`src/hdl/stw_pkg.sv`:
```
// ----------------------------------------------------------------------------
// stw_pkg: shared types and constants of the lap stopwatch
// Digit layout, band register indexes, reset values and cell control types.
// ----------------------------------------------------------------------------
package stw_pkg;

  // phase counter: wraps at TICKS_PER_PERIOD, time steps every STEP_DIV phases
  localparam int TICKS_PER_PERIOD = 61;
  localparam int PHASE_W          = $clog2(TICKS_PER_PERIOD + 1);
  localparam int STEP_DIV         = 6;
  localparam int SUB_W            = $clog2(STEP_DIV);
  localparam int STEP_LAST        = 60;

  // BCD digits: 0 tenths, 1 sec units, 2 sec tens, 3 min units, 4 min tens
  localparam int NUM_DIGITS = 5;
  localparam int DIGIT_W    = 4;
  localparam int DIGIT_SEC_TENS = 2;
  localparam int SEC_TENS_W = 3;
  localparam logic [DIGIT_W-1:0] DIGIT_MAX [NUM_DIGITS] = '{
    4'd9, 4'd9, 4'd5, 4'd9, 4'd9
  };

  // band registers
  localparam int ADC_W   = 10;
  localparam int CFG_IDX_W = 3;
  localparam logic [CFG_IDX_W-1:0] CFG_BAND_LAP       = 3'd0;
  localparam logic [CFG_IDX_W-1:0] CFG_BAND_LAP_CLEAR = 3'd1;
  localparam logic [CFG_IDX_W-1:0] CFG_BAND_RESET     = 3'd2;
  localparam logic [CFG_IDX_W-1:0] CFG_BAND_SELECT    = 3'd3;
  localparam logic [CFG_IDX_W-1:0] CFG_BAND_RELEASE   = 3'd4;

  localparam logic [ADC_W-1:0] BAND_LAP_RST       = 10'h032;
  localparam logic [ADC_W-1:0] BAND_LAP_CLEAR_RST = 10'h0C3;
  localparam logic [ADC_W-1:0] BAND_RESET_RST     = 10'h17C;
  localparam logic [ADC_W-1:0] BAND_SELECT_RST    = 10'h22B;
  localparam logic [ADC_W-1:0] BAND_RELEASE_RST   = 10'h316;

  // request kinds
  localparam logic REQ_TICK = 1'b0;
  localparam logic REQ_ADC  = 1'b1;

  typedef enum logic [2:0] {
    ACT_RELEASE,
    ACT_LAP,
    ACT_LAP_CLEAR,
    ACT_RESET,
    ACT_SELECT
  } stw_action_t;

  // lap cell control
  typedef struct packed {
    logic clr;
    logic load;
  } stw_lap_ctl_t;

endpackage

```
`src/hdl/stw_time_cell.sv`:
```
// ----------------------------------------------------------------------------
// stw_time_cell: one BCD digit of the running time
// Counts on carry in, wraps at its own limit and passes carry to the next cell.
// ----------------------------------------------------------------------------
module stw_time_cell (
  input  logic                         clk,
  input  logic                         rst_n,
  input  logic                         clr,
  input  logic [stw_pkg::DIGIT_W-1:0]  digit_max,
  input  logic                         carry_in,
  output logic                         carry_out,
  output logic [stw_pkg::DIGIT_W-1:0]  digit
);
  import stw_pkg::*;

  logic [DIGIT_W-1:0] digit_r;
  logic [DIGIT_W-1:0] digit_nxt;
  logic               at_max;

  assign at_max    = (digit_r == digit_max);
  assign carry_out = carry_in & at_max;
  assign digit     = digit_r;

  always_comb begin
    digit_nxt = digit_r;
    if (clr) begin
      digit_nxt = '0;
    end else if (carry_in) begin
      // wrap to zero past the limit
      digit_nxt = at_max ? '0 : digit_r + 1'b1;
    end
  end

  always_ff @(posedge clk) begin
    if (!rst_n) begin
      digit_r <= '0;
    end else begin
      digit_r <= digit_nxt;
    end
  end

endmodule

```
`src/hdl/stw_lap_cell.sv`:
```
// ----------------------------------------------------------------------------
// stw_lap_cell: one BCD digit of the captured lap
// Loads from its time cell on capture, clears on lap clear.
// ----------------------------------------------------------------------------
module stw_lap_cell (
  input  logic                         clk,
  input  logic                         rst_n,
  input  stw_pkg::stw_lap_ctl_t        ctl,
  input  logic [stw_pkg::DIGIT_W-1:0]  time_digit,
  output logic [stw_pkg::DIGIT_W-1:0]  digit
);
  import stw_pkg::*;

  logic [DIGIT_W-1:0] digit_r;
  logic [DIGIT_W-1:0] digit_nxt;

  assign digit = digit_r;

  always_comb begin
    digit_nxt = digit_r;
    if (ctl.clr) begin
      digit_nxt = '0;
    end else if (ctl.load) begin
      digit_nxt = time_digit;
    end
  end

  always_ff @(posedge clk) begin
    if (!rst_n) begin
      digit_r <= '0;
    end else begin
      digit_r <= digit_nxt;
    end
  end

endmodule

```
`src/hdl/stopwatch_with_lap.sv`:
```
// ----------------------------------------------------------------------------
// stopwatch_with_lap: BCD stopwatch MM:SS.t with lap capture
// Timer ticks advance the time, button-ladder ADC samples drive the controls.
// ----------------------------------------------------------------------------
// Each accepted request yields exactly one result: the time digits, the
// lap digits and the run flag as they stand after that request. A new
// request is taken every cycle while the result side keeps up; the result
// register is the only stage, so throughput is one request per cycle, and
// the carry through the row of five digit cells is combinational.
// A tick request (req_type 0) advances a phase counter while running; every
// sixth phase up to sixty the time steps one tenth, and 99:59.9 rolls over
// to 00:00.0. An ADC request (req_type 1) is sorted into a button band by the
// five band registers: below band_lap or at/above band_release is release
// (clear the ignore latch); then lap capture, lap clear, reset-and-pause and
// run/pause select. Lap capture and select act once per press: they are
// skipped while the ignore latch is set, and set it. Band registers must be
// written through the cfg_ port (index 0..4, others dropped) while idle; the
// block does not enforce this. After reset it runs at 00:00.0, default bands.
// ----------------------------------------------------------------------------
module stopwatch_with_lap (
  input  logic                            clk,
  input  logic                            rst_n,
  // request channel
  input  logic                            in_valid,
  output logic                            in_ready,
  input  logic                            in_req_type,
  input  logic [stw_pkg::ADC_W-1:0]       in_adc_value,
  // result channel
  output logic                            out_valid,
  input  logic                            out_ready,
  output logic [stw_pkg::DIGIT_W-1:0]     out_time_tenths,
  output logic [stw_pkg::DIGIT_W-1:0]     out_time_sec_units,
  output logic [stw_pkg::SEC_TENS_W-1:0]  out_time_sec_tens,
  output logic [stw_pkg::DIGIT_W-1:0]     out_time_min_units,
  output logic [stw_pkg::DIGIT_W-1:0]     out_time_min_tens,
  output logic [stw_pkg::DIGIT_W-1:0]     out_lap_tenths,
  output logic [stw_pkg::DIGIT_W-1:0]     out_lap_sec_units,
  output logic [stw_pkg::SEC_TENS_W-1:0]  out_lap_sec_tens,
  output logic [stw_pkg::DIGIT_W-1:0]     out_lap_min_units,
  output logic [stw_pkg::DIGIT_W-1:0]     out_lap_min_tens,
  output logic                            out_running,
  // band register write channel
  input  logic                            cfg_valid,
  output logic                            cfg_ready,
  input  logic [stw_pkg::CFG_IDX_W-1:0]   cfg_index,
  input  logic [stw_pkg::ADC_W-1:0]       cfg_data
);
  import stw_pkg::*;

  // band registers
  logic [ADC_W-1:0] band_lap_r, band_lap_clear_r, band_reset_r;
  logic [ADC_W-1:0] band_select_r, band_release_r;

  // control state
  logic [PHASE_W-1:0] phase_r, phase_nxt, phase_inc;
  logic [SUB_W-1:0]   sub_r, sub_nxt;
  logic               run_r, run_nxt;
  logic               ignore_r, ignore_nxt;
  logic               out_valid_r, out_valid_nxt;

  logic               accept;
  logic               is_tick;
  logic               phase_wrap;
  logic               step;
  logic               time_clr;
  stw_action_t        action;
  stw_lap_ctl_t       lap_ctl;

  logic [NUM_DIGITS:0]  carry;
  logic [DIGIT_W-1:0]   time_digit [NUM_DIGITS];
  logic [DIGIT_W-1:0]   lap_digit  [NUM_DIGITS];

  // The result register is the state itself: state only moves on an accept,
  // and an accept needs no pending result, or one that leaves the same cycle.
  assign in_ready  = !out_valid_r || out_ready;
  assign accept    = in_valid && in_ready;
  assign is_tick   = (in_req_type == REQ_TICK);
  assign cfg_ready = 1'b1;

  // --------------------------------------------------------------------------
  // Band registers
  // --------------------------------------------------------------------------
  always_ff @(posedge clk) begin
    if (!rst_n) begin
      band_lap_r       <= BAND_LAP_RST;
      band_lap_clear_r <= BAND_LAP_CLEAR_RST;
      band_reset_r     <= BAND_RESET_RST;
      band_select_r    <= BAND_SELECT_RST;
      band_release_r   <= BAND_RELEASE_RST;
    end else if (cfg_valid && cfg_ready) begin
      case (cfg_index)
        CFG_BAND_LAP:       band_lap_r       <= cfg_data;
        CFG_BAND_LAP_CLEAR: band_lap_clear_r <= cfg_data;
        CFG_BAND_RESET:     band_reset_r     <= cfg_data;
        CFG_BAND_SELECT:    band_select_r    <= cfg_data;
        CFG_BAND_RELEASE:   band_release_r   <= cfg_data;
        default: ;
      endcase
    end
  end

  // --------------------------------------------------------------------------
  // Band decode: tested in ascending band order; anything unmatched, including
  // values that fall into empty bands, is a release.
  // --------------------------------------------------------------------------
  always_comb begin
    action = ACT_RELEASE;
    if (in_adc_value < band_lap_r) begin
      action = ACT_RELEASE;
    end else if (in_adc_value < band_lap_clear_r) begin
      action = ACT_LAP;
    end else if (in_adc_value >= band_lap_clear_r && in_adc_value < band_reset_r) begin
      action = ACT_LAP_CLEAR;
    end else if (in_adc_value >= band_reset_r && in_adc_value < band_select_r) begin
      action = ACT_RESET;
    end else if (in_adc_value >= band_select_r && in_adc_value < band_release_r) begin
      action = ACT_SELECT;
    end
  end

  // --------------------------------------------------------------------------
  // Phase counter with a mod-6 side counter: the side counter tracks
  // phase mod 6 and restarts with the phase, so it flags every sixth phase.
  // --------------------------------------------------------------------------
  assign phase_inc  = phase_r + 1'b1;
  assign phase_wrap = (phase_inc == PHASE_W'(TICKS_PER_PERIOD));

  always_comb begin
    phase_nxt = phase_r;
    sub_nxt   = sub_r;
    step      = 1'b0;
    if (accept && is_tick && run_r) begin
      if (phase_wrap) begin
        phase_nxt = '0;
        sub_nxt   = '0;
      end else begin
        phase_nxt = phase_inc;
        sub_nxt   = (sub_r == SUB_W'(STEP_DIV - 1)) ? '0 : sub_r + 1'b1;
        // step the time on nonzero multiples of six up to sixty
        step      = (sub_nxt == '0) && (int'(phase_inc) <= STEP_LAST);
      end
    end
  end

  // --------------------------------------------------------------------------
  // Button actions: run flag, ignore latch, time and lap control
  // --------------------------------------------------------------------------
  always_comb begin
    run_nxt      = run_r;
    ignore_nxt   = ignore_r;
    time_clr     = 1'b0;
    lap_ctl.clr  = 1'b0;
    lap_ctl.load = 1'b0;
    if (accept && !is_tick) begin
      case (action)
        ACT_RELEASE: begin
          ignore_nxt = 1'b0;
        end
        ACT_LAP: begin
          // capture once per press
          if (!ignore_r) begin
            lap_ctl.load = 1'b1;
            ignore_nxt   = 1'b1;
          end
        end
        ACT_LAP_CLEAR: begin
          lap_ctl.clr = 1'b1;
        end
        ACT_RESET: begin
          // zero the time and pause; phase is kept
          time_clr = 1'b1;
          run_nxt  = 1'b0;
        end
        ACT_SELECT: begin
          if (!ignore_r) begin
            run_nxt    = !run_r;
            ignore_nxt = 1'b1;
          end
        end
        default: begin
          ignore_nxt = 1'b0;
        end
      endcase
    end
  end

  // hold the result until taken, raise it on every accept
  always_comb begin
    out_valid_nxt = out_valid_r;
    if (accept) begin
      out_valid_nxt = 1'b1;
    end else if (out_ready) begin
      out_valid_nxt = 1'b0;
    end
  end

  always_ff @(posedge clk) begin
    if (!rst_n) begin
      phase_r     <= '0;
      sub_r       <= '0;
      run_r       <= 1'b1;
      ignore_r    <= 1'b0;
      out_valid_r <= 1'b0;
    end else begin
      phase_r     <= phase_nxt;
      sub_r       <= sub_nxt;
      run_r       <= run_nxt;
      ignore_r    <= ignore_nxt;
      out_valid_r <= out_valid_nxt;
    end
  end

  // --------------------------------------------------------------------------
  // Row of digit cells: the step enters at the tenths cell and the carry
  // ripples toward minutes tens; a carry out of the last cell means every
  // digit has just rolled to zero, which is the 99:59.9 wrap.
  // --------------------------------------------------------------------------
  assign carry[0] = step;

  for (genvar i = 0; i < NUM_DIGITS; i++) begin : g_digit
    stw_time_cell u_time_cell (
      .clk       (clk),
      .rst_n     (rst_n),
      .clr       (time_clr),
      .digit_max (DIGIT_MAX[i]),
      .carry_in  (carry[i]),
      .carry_out (carry[i+1]),
      .digit     (time_digit[i])
    );

    stw_lap_cell u_lap_cell (
      .clk        (clk),
      .rst_n      (rst_n),
      .ctl        (lap_ctl),
      .time_digit (time_digit[i]),
      .digit      (lap_digit[i])
    );
  end

  // --------------------------------------------------------------------------
  // Result ports
  // --------------------------------------------------------------------------
  assign out_valid          = out_valid_r;
  assign out_time_tenths    = time_digit[0];
  assign out_time_sec_units = time_digit[1];
  assign out_time_sec_tens  = time_digit[DIGIT_SEC_TENS][SEC_TENS_W-1:0];
  assign out_time_min_units = time_digit[3];
  assign out_time_min_tens  = time_digit[4];
  assign out_lap_tenths     = lap_digit[0];
  assign out_lap_sec_units  = lap_digit[1];
  assign out_lap_sec_tens   = lap_digit[DIGIT_SEC_TENS][SEC_TENS_W-1:0];
  assign out_lap_min_units  = lap_digit[3];
  assign out_lap_min_tens   = lap_digit[4];
  assign out_running        = run_r;

endmodule

```
`config.mk`:
```
export PLATFORM = sky130hd
export DESIGN_NAME = stopwatch_with_lap
export DESIGN_NICKNAME = d
export VERILOG_FILES = /design/src/hdl/stw_pkg.sv /design/src/hdl/stw_time_cell.sv /design/src/hdl/stw_lap_cell.sv /design/src/hdl/stopwatch_with_lap.sv
export SDC_FILE = /design/constraint.sdc
export NUM_CORES = 1
export LEC_CHECK = 0
export BUFFER_PORTS_ARGS = -buffer_cell sky130_fd_sc_hd__buf_2
export CORE_MARGIN = 1
export CORE_UTILIZATION = 48
export CTS_BUF_LIST = sky130_fd_sc_hd__clkbuf_4
export CTS_CLUSTER_DIAMETER = 200
export DETAILED_ROUTE_END_ITERATION = 6
export PLACE_DENSITY = 0.76
export SYNTH_ARGS = -nofsm -noshare
export SYNTH_HDL_FRONTEND = slang
export SYNTH_SLANG_ARGS = --single-unit
```
`constraint.sdc`:
```
create_clock -name clk -period 4.3 [get_ports clk]
set_input_delay 0.86 -clock clk [delete_from_list [all_inputs] [get_ports clk]]
set_output_delay 0.86 -clock clk [all_outputs]
set_load 0.01 [all_outputs]
```
# Yosys cells after proc, flatten, opt, wreduce, memory -nomap -nowiden
# Index checks and enable logic that the tools add are counted.
totals:
  regBits: 101
  input_bits: 29
  out_inout_bits: 42
classes:
  addsub: 7
  n_lt_le_gt_ge: 9
  eq_ne: 16
  muxes: 26
  n_bitwise: 7
  n_reduce_logical: 26
ops:
  columns: ["cell", "count"]
  rows:
  - ["$lt 10x10->1", 5]
  - ["$ge 10x10->1", 3]
  - ["$mux 3", 7]
  - ["$add 4x1->4 const B", 5]
  - ["$mux 4", 5]
  - ["$eq 4x4->1 const B", 4]
  - ["$eq 3x2->1 const B", 4]
  - ["$reduce_and 2->1", 6]
  - ["$mux 1", 10]
  - ["$eq 3x3->1 const B", 3]
  - ["$logic_and 1x1->1", 8]
  - ["$reduce_or 2->1", 4]
  - ["$add 6x1->6 const B", 1]
  - ["$eq 3x1->1 const B", 2]
  - ["$eq 6x6->1 const B", 1]
  - ["$le 6x6->1 const B", 1]
  - ["$logic_not 3->1", 2]
  - ["$mux 6", 1]
  - ["$and 1x1->1", 4]
  - ["$eq 4x3->1 const B", 1]
  - ["$pmux 1 s2", 2]
  - ["$reduce_bool 2->1", 2]
  - ["$add 3x1->3 const B", 1]
  - ["$not 1->1", 3]
  - ["5 further kinds", 6]

# Depth between registers and ports, before layout
# Gate-level depths: netlist of the first run.
depth:
  word_depth: 11
  mapped_depth: 10
  depth_no_buf: 8

# By module
# From an unflattened synthesis of the first run, not the netlist that was laid out.
hier_totals:
  cells_unflattened: 649
  hier_area_um2: 5694.2
modules_own_cells:
  columns: ["module", "instances", "cells_per_inst", "area_each_um2", "seq_area_each_um2"]
  rows:
  - ["stopwatch_with_lap", 1, 454, 3717.3, 1241.2]
  - ["stw_time_cell", 5, 25, 249.0, 80.1]
  - ["stw_lap_cell", 5, 14, 146.4, 80.1]

# Least setup slack after synthesis of the first run
# OpenSTA, ideal clock, no wires.
synth_path:
  kind: "input to register"
  startpoint: "input port in_adc_value[8] (netlist name)"
  endpoint: "register g_digit[0].u_lap_cell.digit_r[0]"
  t_arrival_ps: 2632
  required_ps: 4180
  path_slack_ps: 1548
  stages: 9
  path_cell_list: "ha_1 -> a21oi_1 -> nand2_1 -> a221o_1 -> or3_1 -> clkbuf_1 -> clkbuf_1 -> o21ai_1 -> a21oi_1"
synth_via:
  elab_chain_len: 11
synth_rtl:
  columns: ["element", "line", "text"]
  rows:
  - ["start: declaration", "stopwatch_with_lap.sv:27", "input logic [stw_pkg::ADC_W-1:0] in_adc_value,"]
  - ["$ge 10x10->1 or $lt 10x10->1 (tied branches)", "stopwatch_with_lap.sv:116", "end else if (in_adc_value >= band_select_r && in_adc_value < band_release_r) begin"]
  - ["$logic_and 1x1->1", "stopwatch_with_lap.sv:116", null]
  - ["$mux 3", "stopwatch_with_lap.sv:116", null]
  - ["$mux 3", "stopwatch_with_lap.sv:114", "end else if (in_adc_value >= band_reset_r && in_adc_value < band_select_r) begin"]
  - ["$mux 3", "stopwatch_with_lap.sv:112", "end else if (in_adc_value >= band_lap_clear_r && in_adc_value < band_reset_r) begin"]
  - ["$mux 3", "stopwatch_with_lap.sv:110", "end else if (in_adc_value < band_lap_clear_r) begin"]
  - ["$mux 3 (*)", "stopwatch_with_lap.sv:108", "if (in_adc_value < band_lap_r) begin"]
  - ["$eq 3x2->1", "stopwatch_with_lap.sv:155", "case (action)"]
  - ["$mux 1", "stopwatch_with_lap.sv:155", null]
  - ["$mux 2 (*)", "stopwatch_with_lap.sv:154", "if (accept && !is_tick) begin"]
  - ["$reduce_or 2->1 (no source line)", null, null]
  - ["end signal: assignment", "stw_lap_cell.sv:32", "digit_r <= digit_nxt;"]
  - ["end: declaration", "stw_lap_cell.sv:14", "logic [DIGIT_W-1:0] digit_r;"]
# Mark *: on every way between the ends. The rest lies on a longest branch, timed or not.
# A chain may end at the register's enable or synchronous reset.

# Worst setup path in the final report of the first run
layout_path:
  startpoint: "input port in_adc_value[5] (netlist name)"
  endpoint: "register g_digit[1].u_lap_cell.digit_r[0]"
layout_via:
  elab_chain_len: 11
layout_rtl:
  columns: ["element", "line"]
  rows:
  - ["$ge 10x10->1 or $lt 10x10->1 (tied branches)", "stopwatch_with_lap.sv:116"]
  - ["$logic_and 1x1->1", "stopwatch_with_lap.sv:116"]
  - ["$mux 3", "stopwatch_with_lap.sv:116"]
  - ["$mux 3", "stopwatch_with_lap.sv:114"]
  - ["$mux 3", "stopwatch_with_lap.sv:112"]
  - ["$mux 3", "stopwatch_with_lap.sv:110"]
  - ["$mux 3 (*)", "stopwatch_with_lap.sv:108"]
  - ["$eq 3x2->1", "stopwatch_with_lap.sv:155"]
  - ["$mux 1", "stopwatch_with_lap.sv:155"]
  - ["$mux 2 (*)", "stopwatch_with_lap.sv:154"]
  - ["$reduce_or 2->1 (no source line)", null]
  - ["end signal: assignment", "stw_lap_cell.sv:32"]
  - ["end: declaration", "stw_lap_cell.sv:14"]
# Marked as above.

==> results.json, run 1 <==
{
  "fin_cells": 857,
  "r2r-start": "band_lap_r[5]",
  "pwr_density_cell_mw_per_mm2": 276,
  "clock_latency_ns": 0.51,
  "holdPathEnd": "band_select_r[2]",
  "area_delta_synth_final_pct": 9.80,
  "critPathMaxFanout": 23,
  "worstSetupEndpointType": "flip-flop",
  "die_h_um": 109,
  "die_width_um": 109,
  "worst_slew_pin_slew_ns": 1.27,
  "drtPass1Iterations": 5,
  "drt_iter0_markers": 427,
  "wirelength_um": 13600,
  "cts_tree": "done",
  "final_nets": 792,
  "use_met2_pct": 41.5,
  "vias": 4911,
  "status": "completed",
  "place.gp.congestion": 0.894,
  "postCtsHoldBufs": 0,
  "grt_pass1_vias": 4626,
  "hold_viol": 0,
  "start_util_pct": 49.8,
  "reg2reg_slack_ns": 1.17,
  "synthDistinctLibCells": 74,
  "layout.area.seq_mm2": 0.00202,
  "cts.sink_count": 101,
  "cts_buffers": 9,
  "synthMostInstantiatedCell": "nand2_1",
  "placed_area_mm2": 0.00585,
  "yosys-top-cells-count": "nand2_1, dfxtp_1, a21oi_1",
  "wl_per_cell_um": 15.9,
  "hold_start": "band_select_r[2]",
  "path_clk_slew_ns": 0.17,
  "fin_area_mm2": 0.00598,
  "critPathKind": "in -> reg",
  "maxCapViolCount": 0,
  "antennaDiodeCount": 0,
  "rows": 38,
  "htreeDepth": 3,
  "finalSetupViolCount": 0,
  "synth_ff_type": "dfxtp_1",
  "min_period_ns": 3.24,
  "synth_area_mm2": 0.00545,
  "period_share_pct": 75.2,
  "synthArstFlopShare_pct": 0,
  "skew_ns": 0.0292,
  "peakVddDrop_uv": 262,
  "relSlewSlack_pct": 14.7,
  "synth_cells": 662,
  "synth_seq_area_share_pct": 37.1,
  "timing.fmax_mhz": 309,
  "drive_above_1_share_pct": 15.3,
  "slew_viol_final": 0,
  "grt_max_degree": 30,
  "io_pins": 71,
  "synth_fp_nets": 742,
  "grt_pass1_wl_um": 22000,
  "ff2ff_path_depth": 8,
  "clk_path_buf_depth": 2,
  "routed_via_density": 5.73,
  "cp.required_ns": 4.64,
  "n_fill_cell": 996,
  "port_buffers": 69,
  "synth_area_leaders": "dfxtp_1, ha_1, nand2_1",
  "r2r_end": "g_digit[1].u_lap_cell.digit[0]",
  "yosysTopAreaCell": "dfxtp_1",
  "gr-usage-met1_pct": 30.1,
  "synth.ff_latch_count": 101,
  "ant_nets": 0,
  "clockRootBuffer": "clkbuf_4",
  "synth_top_area_share_pct": 37.1,
  "avgSynthCellArea_um2": 8.23,
  "hpwl_um": 10100,
  "placedCellCount": 841,
  "hold_depth": 2,
  "power_mw": 1.65,
  "cts_resized": 0,
  "gr-usage-met3_pct": 6.15,
  "worst-endpoint-arrival_ns": 3.58,
  "tns_ns": 0,
  "drc": 0,
  "leakage_nw": 2.45,
  "antenna_found_initial": 0,
  "multiInputGateArea_mm2": 0.00308,
  "start_kind": "input pin",
  "busiest_layer": "met2",
  "yosys_warnings": 0,
  "worst_hold_path_type": "reg -> reg",
  "dieArea_mm2": 0.0118,
  "grt_overflow_total": 0,
  "slowest_delay_ns": 1.19,
  "post-cts-setup-buffers": 0,
  "rsz0062_at_grt": "false",
  "core-area_mm2": 0.0109,
  "synth_edf_count": 0,
  "crit_slowest_cell": "o31ai_2",
  "track_usage_pct": 24.3,
  "crit_chain": "buf_2 -> ha_1 -> o21a_1 -> o211ai_1 -> a31oi_1 -> o211ai_2 -> o31ai_2 -> a21oi_1"
}
metal layers:
| layer | vias up | part of all wire (%) |
|---|---|---|
| met5 | - | 0 |
| met4 | 0 | 1.5 |
| met3 | 25 | 6.5 |
| met2 | 167 | 48 |
| met1 | 2302 | 44 |
| li1 | 2417 | - |
where the power goes:
part           internal [mW]  switching (mW)
registers              0.953         0.00950
logic                 0.0680           0.131
clock network          0.133           0.357
critical path, delay by kind of cell:
kind                     cells  cell delay, ns
AO/OA/AOI/OAI                6            2.27
adder cells (fa/ha/maj)      1            0.31
buffers and inverters        1            0.14
through the flow:
| stage | hold WS, ns | setup WS [ns] | util (%) |
|---|---|---|---|
| 2_1_floorplan | 0.431 | 1.55 | - |
| 3_3_place_gp | 0.443 | 0.712 | 53.5 |
| 3_5_place_dp | 0.448 | 0.564 | 53.5 |
| 4_1_cts | 0.468 | 1.13 | 54.7 |
| 5_1_grt | 0.481 | 0.898 | 54.7 |
| 6_report | 0.467 | 1.06 | 54.7 |
layout make-up:
cell class	count	area share (%)
multi-input cells	474	51.5
clock inverters	7	1.11
flip-flops and latches	101	33.8
repair buffers	72	6.15
well taps	140	2.93
clock buffers	9	1.13
inverters	54	3.39
kinds of logic (layout without fill, tap and decap cells):
kind of cell / count (synthesis) / count (layout) / share of synthesized area [%]
simple gates: 240 / 240 / 23.0
compound gates: 168 / 168 / 19.4
flops: 101 / 101 / 37.1
buf+inv: 87 / 142 / 6.43
fa+ha+maj: 51 / 51 / 11.7
xor+xnor: 11 / 11 / 1.77
mux: 3 / 3 / 0.551
other cells: 1 / 1 / 0.0688
sequential cells by signal (all words and copies together) (netlist names):
name                       cells
g_digit.u_lap_cell.digit      19
ignore_r                       1
g_digit.u_time_cell.digit     20
out_running                    1
band_select_r                 10
band_reset_r                  10
band_lap_r                    10
out_valid                      1
sub_r                          3
phase_r                        6
band_release_r                10
band_lap_clear_r              10
how the worst max path moves through the flow:
stage	from	end	slack, ns	cells after the start
final	in_adc_value[5]	g_digit[1].u_lap_cell.digit[0]	1.06	8
after global routing	in_adc_value[5]	g_digit[4].u_lap_cell.digit[3]	0.90	8
after CTS	in_adc_value[5]	g_digit[1].u_lap_cell.digit[3]	1.13	8
after detailed placement	in_adc_value[5]	g_digit[1].u_lap_cell.digit[3]	0.56	8
after global placement	in_adc_value[5]	g_digit[0].u_lap_cell.digit[0]	0.71	8
after floorplan	in_adc_value[8]	g_digit[0].u_lap_cell.digit[0]	1.55	9
layout by cell type (no fill, tap or decap), types with 7 or more instances in the layout:
master,Yosys,final
nand2_1,102,102
dfxtp_1,101,101
buf_2,4,69
a21oi_1,65,65
inv_1,54,54
ha_1,51,51
nand3_1,31,31
nor2_1,29,29
o21ai_0,26,26
o211ai_1,22,22
nor2b_1,10,10
o21ai_1,10,10
xnor2_1,10,10
clkbuf_4,1,9
nand2b_1,7,7
a211oi_1,7,7
Note: power is estimated with default switching activity, not from simulation.
==> inputs of run 2 (changes only) <==
- PLACE_DENSITY: 0.76 -> 0.79
- clock period: 4.3 -> 2.7 ns (I/O delays scaled with it)
==> run 2 against run 1 <==
  * Clock power up 73%
  * Sequential share of layout area down 0.48 points
  * Clock-buffer cell count unchanged
  * Sequential cell count unchanged
  * Final area up 1.4%
  * Critical path depth unchanged
  * Worst setup slack worse by 0.80 ns
  * Worst hold slack worse by 0.15 ns
  * Largest power group unchanged
==> results.json, run 2 (synthesis gave the netlist of run 1 again) <==
{
  "path_clk_slew_ns": 0.17,
  "port_buffers": 69,
  "placedCellCount": 849,
  "critPathTopFamily": "compound AO/OA/AOI/OAI gates",
  "largest_reg_flops": 20,
  "fin_util_pct": 55.5,
  "place.gp.congestion": 0.925,
  "status": "completed",
  "skew_ns": 0.0243,
  "crit_slowest_cell": "a31oi_1",
  "timing.fmax_mhz": 410,
  "peakVddDrop_uv": 309,
  "cts_resized": 0,
  "finalSetupViolCount": 0,
  "die_h_um": 109,
  "critPathMaxFanout": 4,
  "wl_per_cell_um": 15.5,
  "drc": 0,
  "cts.sink_count": 101,
  "cp_num_buf_inv": 1,
  "htreeDepth": 3,
  "cp.required_ns": 3.09,
  "ant_nets": 0,
  "clockRootBuffer": "clkbuf_4",
  "rsz0062_at_grt": "false",
  "area_delta_synth_final_pct": 11.4,
  "grt_pass1_vias": 4690,
  "period_share_pct": 90.4,
  "critPathKind": "reg -> reg",
  "n_fill_cell": 996,
  "crit_chain": "inv_1 -> ha_1 -> and4_1 -> nand2_1 -> a31oi_1 -> o22ai_1 -> a311o_1 -> a221o_1",
  "cts_tree": "done",
  "worst_hold_path_type": "in -> reg",
  "track_usage_pct": 23.9,
  "drtPass1Iterations": 5,
  "mostFrequentLayoutCells": "nand2_1, dfxtp_1, buf_2",
  "min_period_ns": 2.44,
  "clk_path_buf_depth": 2,
  "io_pins": 71,
  "drive_above_1_share_pct": 16.1,
  "fin_cells": 865,
  "hold_viol": 0,
  "worstSetupEndpointType": "flip-flop",
  "cts_buffers": 9,
  "post-cts-setup-buffers": 0,
  "pwr_density_cell_mw_per_mm2": 447,
  "grt_max_degree": 40,
  "slowest_delay_ns": 0.40,
  "hpwl_um": 10000,
  "start_util_pct": 49.8,
  "dieArea_mm2": 0.0118,
  "rows": 38,
  "drt_iter0_markers": 400,
  "relSlewSlack_pct": 55.2,
  "antennaDiodeCount": 0,
  "leakage_nw": 2.49,
  "clock_latency_ns": 0.49,
  "wirelength_um": 13400,
  "routed_via_density": 5.71,
  "start_kind": "flip-flop",
  "worst_slew_pin_slew_ns": 0.672,
  "antenna_found_initial": 0,
  "vias": 4938,
  "postCtsHoldBufs": 0,
  "grt_overflow_total": 0,
  "slew_viol_final": 0,
  "final_nets": 800,
  "final_common_cell": "nand2_1",
  "die_width_um": 109,
  "grt_pass1_wl_um": 21800,
  "maxCapViolCount": 0,
  "core-area_mm2": 0.0109,
  "worst-endpoint-arrival_ns": 2.83
}
[run 2: cell count changes in the layout (fill, tap and decap cells not counted)]
cell        previous run  this run
buf_12                 0         1
buf_4                  3        10
bufinv_16              0         1
clkinv_1               0         1
clkinv_2               1         0
clkinv_8               1         0
clkinvlp_4             1         2
inv_6                  3         1
inv_8                  1         2
[run 2: worst register-to-register path, delay by kind of cell (launching register included)]
kind            cells  cell delay (ns)
compound gates      4             1.31
fa+ha+maj           1             0.30
buf+inv             1             0.06
flops               1             0.35
simple gates        2             0.32
[run 2: path summary, 6_finish.rpt]
kind | start | to | slack, ns | cells past startpoint
setup reg to reg | band_lap_clear_r[8] | out_running | 0.26 | 8
hold reg to reg | band_select_r[7] | band_select_r[7] | 0.47 | 2
hold / removal | cfg_data[7] | band_release_r[7] | 0.32 | 3
setup / recovery | band_lap_clear_r[8] | out_running | 0.26 | 8
[run 2: metrics by stage]
step | hold WS [ns] | total power [mW] | worst slack (ns) | setup TNS, ns | cell area (um^2)
finish | 0.317 | 2.71 | 0.260 | 0 | 6070
global route | 0.290 | 2.82 | 0.164 | 0 | 6070
CTS | 0.292 | 2.72 | 0.290 | 0 | 6070
detailed placement | 0.446 | 1.89 | -0.0332 | -0.0332 | 5920
global placement | 0.443 | 1.87 | 0.0299 | 0 | 5920
floorplan | 0.431 | 1.77 | 0.268 | 0 | 5450
[run 2: per-layer routing]
metal	part of all wire, %	wire [um]	track usage (%)
met1	44	5940	29.2
met2	47	6260	39.0
met3	5.8	777	5.67
met4	3.2	434	12.2
met5	0	0	0
[run 2: power by group]
group	switching, mW	internal, mW	leakage [nW]	total, mW
Sequential	0.0151	1.52	0.818	1.53
Combinational	0.211	0.120	1.60	0.331
Clock	0.553	0.295	0.0740	0.848
Total	0.779	1.93	2.49	2.71
[run 2: final cells by class]
| type | count | area (um^2) | area share [%] |
|---|---|---|---|
| clock inverters | 7 | 80.1 | 1.32 |
| repair buffers | 80 | 440 | 7.26 |
| clock buffers | 9 | 67.6 | 1.11 |
| inverters | 54 | 203 | 3.34 |
| flip-flops and latches | 101 | 2020 | 33.3 |
| multi-input cells | 474 | 3080 | 50.8 |
| well taps | 140 | 175 | 2.89 |
==> inputs of run 3 (changes only) <==
- CORE_ASPECT_RATIO: unset -> 1.5
- PLACE_DENSITY: 0.79 -> 0.76
- clock period: 2.7 -> 2.4 ns (I/O delays scaled with it)
==> run 3 against run 2 <==
  * Final area up 2.0%
  * Combinational power up 17%
  * Register-to-register slack worse by 0.15 ns
  * Largest cell class unchanged
==> results.json, run 3 (synthesis gave the netlist of run 1 again) <==
{
  "leakage_nw": 2.56,
  "pwr-share-seq_pct": 58.2,
  "antenna_found_initial": 1,
  "finalSetupViolCount": 0,
  "tns_ns": 0,
  "reg2reg_slack_ns": 0.11,
  "skew_ns": 0.0184,
  "endpoint": "out_running",
  "start_kind": "flip-flop",
  "status": "completed",
  "worst_hold_path_type": "in -> reg",
  "ff2ff_path_depth": 8,
  "worstSetupEndpointType": "flip-flop",
  "p_sw_mw": 0.802,
  "holdWs_ns": 0.267,
  "htreeDepth": 3,
  "io_pins": 71,
  "peakVddDrop_uv": 324,
  "start_util_pct": 49.3,
  "worst_slew_pin_slew_ns": 0.632,
  "maxCapViolCount": 0,
  "cts_tree": "done",
  "wirelength_um": 13800,
  "timing.fmax_mhz": 436,
  "slew_viol_final": 0,
  "comb_power_share_pct": 13.0,
  "pwr_density_cell_mw_per_mm2": 478,
  "power.internal_mw": 2.16,
  "core-area_mm2": 0.0111,
  "grt_pass1_wl_um": 21900,
  "cts_buffers": 9,
  "drtPass1Iterations": 4,
  "period_share_pct": 95.5,
  "hpwl_um": 10700,
  "hold_viol": 0,
  "drt_iter0_markers": 251,
  "place.gp.congestion": 0.856,
  "final_common_cell": "nand2_1",
  "drive_above_1_share_pct": 17.9,
  "port_buffers": 69,
  "wl_per_cell_um": 15.5,
  "clockRootBuffer": "clkbuf_4",
  "grt_max_degree": 29,
  "critPathKind": "reg -> reg",
  "cp.required_ns": 2.78,
  "postCtsHoldBufs": 0,
  "vias": 4972,
  "worst-endpoint-arrival_ns": 2.67,
  "grt_pass1_vias": 4822,
  "grt_overflow_total": 0,
  "fin_util_pct": 56.0,
  "path_clk_slew_ns": 0.14,
  "dieArea_mm2": 0.0118,
  "die_width_um": 89.0,
  "cts.sink_count": 101,
  "track_usage_pct": 24.2,
  "critPathMaxFanout": 2,
  "min_period_ns": 2.29,
  "relSlewSlack_pct": 57.9,
  "largest_reg_flops": 20,
  "area_delta_synth_final_pct": 13.6,
  "r2r-start": "band_release_r[2]",
  "drc": 0,
  "crit_start": "band_release_r[2]",
  "clk_path_buf_depth": 2,
  "die_h_um": 132,
  "final_nets": 815,
  "mostFrequentLayoutCells": "nand2_1, dfxtp_1, buf_2",
  "rows": 47,
  "pwr-share-clk_pct": 28.7,
  "clock_latency_ns": 0.47,
  "post-cts-setup-buffers": 0,
  "cts_resized": 0,
  "n_fill_cell": 1062,
  "switching_share_pct": 27.1,
  "rsz0062_at_grt": "false",
  "ant_nets": 0,
  "r2r_end": "out_running",
  "routed_via_density": 5.61
}
run 3: cell types whose count changed in the layout (fill, tap and decap cells not counted), sizes merged:
| cell | previous run | this run |
|---|---|---|
| inv | 57 | 54 |
| buf | 80 | 95 |
| clkinvlp | 2 | 0 |
| diode | 0 | 1 |
| clkinv | 1 | 5 |
run 3: worst min-delay path by stage:
stage,from,to,slack [ns],depth (start not counted)
6_report,in_valid,out_valid,0.27,3
5_1_grt,in_valid,out_valid,0.25,3
4_1_cts,in_valid,out_valid,0.24,3
3_5_place_dp,band_lap_r[0],band_lap_r[0],0.44,2
3_3_place_gp,band_lap_r[0],band_lap_r[0],0.44,2
2_1_floorplan,band_lap_r[0],band_lap_r[0],0.43,2
run 3: area by class of cell:
type	count	area, um^2	share of cell area (%)
antenna	1	2.50	0.0404
clock buffer	9	67.6	1.09
clock inverter	6	55.1	0.889
inverter	54	203	3.27
multi-input combinational	474	3090	49.9
sequential	101	2020	32.7
tap	147	184	2.97
timing repair buffer	95	566	9.13
run 3: worst max-delay path, stage by stage (launching register included):
cell     delay [ns]
dfxtp_1        0.33
inv_1          0.06
ha_1           0.27
o21a_1         0.19
o21ai_0        0.21
nor2_1         0.08
or3_1          0.40
a311o_1        0.37
a221o_1        0.29
run 3: metrics by stage:
step / area (um^2) / cells / power, mW / setup slack, ns
3_3_place_gp: 6060 / 871 / 2.12 / -0.105
4_1_cts: 6180 / 886 / 2.98 / 0.0962
2_1_floorplan: 5450 / 662 / 1.99 / 0.0279
3_5_place_dp: 6060 / 871 / 2.14 / -0.153
5_1_grt: 6190 / 887 / 3.08 / 0.0361
6_report: 6190 / 887 / 2.96 / 0.108
run 3: power groups by stage:
stage,Combinational [mW],Clock [mW],Sequential [mW]
after floorplan,0.230,0,1.76
after global placement,0.363,0,1.76
after global routing,0.426,0.931,1.73
final,0.386,0.849,1.72
after CTS,0.381,0.875,1.72
after detailed placement,0.379,0,1.76
run 3: layer usage:
layer  global-route usage (%)  vias to the layer above  part of all wire, %
met4                     17.9                        0                  6.9
li1                         -                     2464                    -
met3                     3.12                       50                  3.9
met2                     43.9                      138                   52
met5                        0                        -                    0
met1                     24.1                     2320                   38
